## config.mk

```make
export PLATFORM = sky130hd
export DESIGN_NAME = pdtb_ctrl
export DESIGN_NICKNAME = d
export VERILOG_FILES = /design/src/rtl/core/pdtb_pkg.sv /design/src/rtl/core/pdtb_ctrl.sv
export SDC_FILE = /design/constraint.sdc
export NUM_CORES = 1
export LEC_CHECK = 0
export BUFFER_PORTS_ARGS = -buffer_cell sky130_fd_sc_hd__buf_2
export CAP_MARGIN = 20
export CORE_UTILIZATION = 33
export CTS_CLUSTER_SIZE = 8
export DETAILED_ROUTE_END_ITERATION = 6
export PLACE_DENSITY = 0.55
export SKIP_LAST_GASP = 1
export SYNTH_ARGS = -nofsm -noshare
export SYNTH_HDL_FRONTEND = slang
export SYNTH_SLANG_ARGS = --single-unit
```

## constraint.sdc

```tcl
create_clock -name aclk -period 3.92 [get_ports aclk]
set_input_delay 0.588 -clock aclk [delete_from_list [all_inputs] [get_ports aclk]]
set_output_delay 0.588 -clock aclk [all_outputs]
set_load 0.03 [all_outputs]
```

## src/rtl/core/pdtb_pkg.sv

```systemverilog
// ---------------------------------------------------------------------------
// pdtb_pkg
// Shared types and constants of the point dedup table.
// ---------------------------------------------------------------------------
package pdtb_pkg;

    localparam int CAPACITY_DEF = 4096;
    localparam int BUCKETS_DEF  = 1024;
    localparam int LON_W        = 29;
    localparam int LAT_W        = 28;
    localparam int IDX_W        = 12;
    localparam int BOX_W        = 32;

    localparam logic signed [BOX_W-1:0] BOX_POS_LIMIT = 32'sh7fffffff;
    localparam logic signed [BOX_W-1:0] BOX_NEG_LIMIT = -32'sh7fffffff;

    typedef struct packed {
        logic signed [LON_W-1:0] lon;
        logic signed [LAT_W-1:0] lat;
    } point_t;

    typedef struct packed {
        logic [IDX_W-1:0]        point_index;
        logic                    is_new;
        logic                    full_res;
        logic signed [BOX_W-1:0] box_min_lon;
        logic signed [BOX_W-1:0] box_max_lon;
        logic signed [BOX_W-1:0] box_min_lat;
        logic signed [BOX_W-1:0] box_max_lat;
    } result_t;

    // controller -> datapath
    typedef struct packed {
        logic clr_step;   // clear one bucket head
        logic load;       // capture input, read head
        logic chase;      // read entry at current link
        logic compare;    // evaluate entry data
        logic append;     // write new point
        logic reject;     // full result
        logic hit;        // duplicate result
    } cmd_t;

    // datapath -> controller
    typedef struct packed {
        logic clr_done;
        logic link_zero;
        logic match;
        logic full;
    } status_t;

endpackage

```

## src/rtl/core/pdtb_ctrl.sv

```systemverilog
// ---------------------------------------------------------------------------
// pdtb_ctrl
// Sequencer: head clear sweep, chain walk, append or report.
// ---------------------------------------------------------------------------
module pdtb_ctrl (
    input  logic              aclk,
    input  logic              aresetn,
    input  logic              s_valid,
    output logic              s_ready,
    output logic              m_valid,
    input  logic              m_ready,
    output pdtb_pkg::cmd_t    cmd,
    input  pdtb_pkg::status_t status
);

    typedef enum logic [6:0] {
        ST_CLEAR = 7'b0000001,
        ST_IDLE  = 7'b0000010,
        ST_HEAD  = 7'b0000100,
        ST_READ  = 7'b0001000,
        ST_CMP   = 7'b0010000,
        ST_DONE  = 7'b0100000,
        ST_OUT   = 7'b1000000
    } state_t;

    state_t state_reg, state_next;
    logic   out_valid_reg, out_valid_next;

    assign m_valid = out_valid_reg;
    // accept when idle and result slot is free or draining
    assign s_ready = (state_reg == ST_IDLE) && (!out_valid_reg || m_ready);

    always_comb begin
        state_next     = state_reg;
        out_valid_next = out_valid_reg && !m_ready;
        cmd            = '0;
        case (state_reg)
            ST_CLEAR: begin
                cmd.clr_step = 1'b1;
                if (status.clr_done) state_next = ST_IDLE;
            end
            ST_IDLE: begin
                if (s_valid && s_ready) begin
                    cmd.load   = 1'b1;
                    state_next = ST_HEAD;
                end
            end
            ST_HEAD: begin
                // current link now registered (head_reg on the first visit, link_reg after)
                if (status.link_zero) state_next = ST_DONE;
                else begin
                    cmd.chase  = 1'b1;
                    state_next = ST_READ;
                end
            end
            ST_READ: state_next = ST_CMP;
            ST_CMP: begin
                cmd.compare = 1'b1;
                if (status.match) begin
                    cmd.hit    = 1'b1;
                    state_next = ST_OUT;
                end else state_next = ST_HEAD;
            end
            ST_DONE: begin
                if (status.full) cmd.reject = 1'b1;
                else cmd.append = 1'b1;
                state_next = ST_OUT;
            end
            ST_OUT: begin
                out_valid_next = 1'b1;
                state_next     = ST_IDLE;
            end
            default: state_next = ST_IDLE;
        endcase
    end

    always_ff @(posedge aclk) begin
        if (!aresetn) begin
            state_reg     <= ST_CLEAR;
            out_valid_reg <= 1'b0;
        end else begin
            state_reg     <= state_next;
            out_valid_reg <= out_valid_next;
        end
    end

endmodule

```

; Word level (Yosys, flattened, before mapping)
; Index checks and enable logic that the tools add are counted.
; Widths: inputs -> output; s select.
[classes]
n_addsub = 0
multipliers = 0
n_div = 0
magnitude_cmp = 0
eq_ne = 9
shifts = 0
n_mux = 17
n_bitwise = 0
n_reduce_logical = 7
[ops]
columns = op, n
row1 = $pmux 7 s6, 1
row2 = $mux 7, 3
row3 = $mux 1, 11
row4 = $eq 7x1->1 const B, 1
row5 = $eq 7x2->1 const B, 1
row6 = $eq 7x3->1 const B, 1
row7 = $eq 7x4->1 const B, 1
row8 = $eq 7x5->1 const B, 1
row9 = $eq 7x6->1 const B, 1
row10 = $eq 7x7->1 const B, 1
row11 = $mux 6, 1
row12 = $logic_and 1x1->1, 3
row13 = $logic_not 1->1, 2
row14 = $mux 2, 1
row15 = $ne 2x1->1 const B, 1
row16 = $ne 2x2->1 const B, 1
row17 = $reduce_and 2->1, 1
row18 = $logic_or 1x1->1, 1
[totals]
regBits = 8
latchBits = 0
ramBits = 0
rom_bits = 0
mem_count = 0

; Logic depth before layout (Yosys ltp)
[depth]
depth_word = 6
mapped_depth = 6
mapped_depth_nobuf = 5

; Worst setup path after synthesis
; Ideal clock, no wire load.
[synth_timing]
path_type = reg2out
from = register state_reg[5]
to = output port cmd[5] (netlist name)
t_arrival_ns = 1.464
required_time_ns = 3.332
slack_ns = 1.868
path_stages_with_launch = 4
path_buffers = 0
cell_sequence = dfxtp_1 nor4_2 or3b_4 nor2_1
[synth_rtl]
columns = item, line_no
row1 = from (decl), pdtb_ctrl.sv:26  ; state_t state_reg, state_next;
row2 = from (signal assigned), pdtb_ctrl.sv:82  ; state_reg <= state_next;
row3 = to (decl), pdtb_ctrl.sv:12  ; output pdtb_pkg::cmd_t cmd,

==> summary.md <==
| Metric | Value |
|---|---|
| Status | `finished, final reports clean` |
| Largest net degree at the start of global routing | `9` |
| Syn Area/Cell | `8.179 um^2` |
| Worst path max stage delay | `approximately 0.55 ns` |
| Routed via count | `between 400 and 500` |
| Routability-driven placement congestion ratio | `between 0.7 and 0.8` |
| Min Tclk post-route | `approximately 2.3 ns` |
| Vias in the first global route | `approximately 360` |
| Worst-path clk slew | `0.06 ns` |
| # IOs | `17` |
| Worst Min Path Start | `status[3]` |
| Clk_lat worst skew | `around 0.26 ns` |
| RSZ-0062 raised after global routing | `false` |
| Remaining DRCs | `0` |
| TritonCTS Buffers | `3` |
| Hold violation total from the final report | `0` |
| Post-synth EDFFs | `0` |
| Worst-Margin Slew | `between 0.5 and 0.6 ns` |
| DP HPWL | `approximately 700 um` |
| Routed Antenna Nets | `0` |
| Worst-path cell with the longest stage delay | `nor4_1` |
| Synth-to-layout area growth | `24.36%` |
| Pwr Density | `between 300 and 400 nW/um^2` |
| FF+latch count, synth | `8` |
| Via density per instance | `5.059` |
| Antenna violations before repair | `0` |
| Die area | `~1500 um^2` |
| GRT overflow | `0` |
| Worst Path Buf+Inv | `1` |
| Postcts setup bufs | `0` |
| Initial DRC Count | `9` |
| Die width | `about 39 um` |
| Arr. time, crit path | `1.75 ns` |
| Initial Utilization | `0.3771` |
| Relative slew slack | `0.6185` |
| Syn Std Cell Area | `441.7 um^2` |
| Sequential fraction of the synthesis area | `0.3626` |
| R2r startpoint | `state_reg[4]` |
| Nets | `slightly above 80` |
| Critical path capture point type | `output pin` |
| Post-Route WL | `between 900 and 1000 um` |
| Worst EP required | `approximately 3.3 ns` |
| First-pass GRT wire length | `1435 um` |
| CTS H-tree lvls | `1` |
| Post-Syn Nets | `62` |
| Hold Crit Class | `in -> reg` |
| Worst-path fanout max | `4` |
| Synth Warn # | `0` |
| Prevailing post-synth register cell | `dfxtp_1` |
| Core area | `1171 um^2` |
| Worst Skew | `roughly 0.013 ns` |
| Syn Inst Count | `between 50 and 60` |
| Asr flop ratio synth | `0` |
| Min Hold Slack | `~0.55 ns` |
| Post-CTS Resized | `0` |
| Maximum capacitance violations | `0` |
| CP top delay family | `simple AND/OR/NAND/NOR gates` |
| CTS tree | `built` |
| Slew Limit Fails | `0` |
| Die height | `38.59 um` |
| DR WL/cell | `between 10 and 15 um` |
| CTS sink count | `8` |
| Leak | `between 0.3 and 0.4 nW` |
| Drt first pass iters | `3` |
| Setup TNS | `0 ns` |
| Root Buffer | `clkbuf_4` |
| Critical path type | `reg -> out` |
| Maximum vdd drop | `234.6 uV` |
| Critical path startpoint category | `register` |
| Fill cells | `125` |
| GRT Total Usage | `0.1525` |
| Input/output buffers | `16` |
| Hold Buf Count CTS | `0` |
| # diodes | `0` |
| Finished Core Util | `0.4690` |
| Highest Clock Rate | `approximately 430 MHz` |
| Max clock buf depth | `2` |
| Number of setup violations in the final report | `0` |
| Final Cycle Share | `0.5960` |
| Max reg flops | `7` |
| Count of cell types in the netlist | `27` |
| Share of cells above drive strength 1 | `0.3239` |
| Critical Path Start | `state_reg[4]` |
| Cell Chain, Critical Path | `nor4_1 -> and3_1 -> nor2b_1 -> buf_2` |
| Rows | `12` |
==> cells by family after synthesis <==
| kind of cell | synth area share |
|---|---|
| buf+inv | 0.04533 |
| compound gates | 0.1445 |
| simple gates | 0.4277 |
| xor+xnor | 0.01983 |
| flops | 0.3626 |
==> path summary, 6_finish.rpt <==
| kind | endpoint | slack [ns] | cells past startpoint |
|---|---|---|---|
| setup / recovery | cmd[2] | 1.58 | 4 |
| hold / removal | state_reg[0] | 0.55 | 2 |
| setup reg to reg | state_reg[3] | 2.49 | 4 |
| hold reg to reg | state_reg[4] | 0.57 | 1 |
==> cell type report <==
type                       instances  area [um^2]  area share
clock buffer                       3        22.52     0.04100
sequential                         8        160.2      0.2916
inverter                           2        7.507     0.01367
tap                               14        17.52     0.03189
multi-input combinational         42        261.5      0.4761
timing repair buffer              16        80.08      0.1458
==> worst reg2reg max path: cells and delay by family (launching register included) <==
family | cells | cell delay (ns)
simple gates | 4 | 1.03
flops | 1 | 0.34
==> per-stage QoR <==
step                cell area [um^2]  cells  total power [mW]  setup slack, ns
floorplan                      441.7     54            0.1087            1.868
global placement               526.8     82            0.1190            1.876
detailed placement             526.8     82            0.1189            1.848
CTS                            549.3     85            0.1844            1.561
global route                   549.3     85            0.1930            1.390
finish                         549.3     85            0.1807            1.584
==> per-layer routing <==
metal / vias up / GRT usage / share of wire
met4: 0 / 0.05172 / 0
met1: 197 / 0.1761 / 0.45
met3: 0 / 0.1040 / 0.057
met5: - / 0 / 0
li1: 222 / - / -
met2: 11 / 0.2208 / 0.49
==> placed cells by master (no fill, tap or decap), types with 2 or more instances in the layout <==
cell type and n:
dfxtp_1 8, inv_1 2, nor2_1 9, nand2b_1 4, a21oi_1 2, nand3_1 3
and3_1 4, clkbuf_4 3, nor2b_1 2, nor4_1 2, buf_2 16
==> synthesized netlist by cell type, types with 2 or more instances <==
cell      count  area [um^2]
inv_1         2        7.510
nor2_1        9        33.78
nand2b_1      4        25.02
nor2b_1       2        12.51
a21oi_1       2        10.01
nand3_1       3        15.01
nor4_1        2        12.51
and3_1        4        25.02
dfxtp_1       8        160.2
==> report_power, final <==
| group | total, mW | leakage (nW) | switching, mW | internal [mW] |
|---|---|---|---|---|
| Combinational | 0.0296 | 0.221 | 0.0176 | 0.0120 |
| Sequential | 0.0873 | 0.0652 | 0.00324 | 0.0841 |
| Clock | 0.0637 | 0.0138 | 0.0287 | 0.0351 |
No activity file was read; power rests on OpenSTA's default activity.
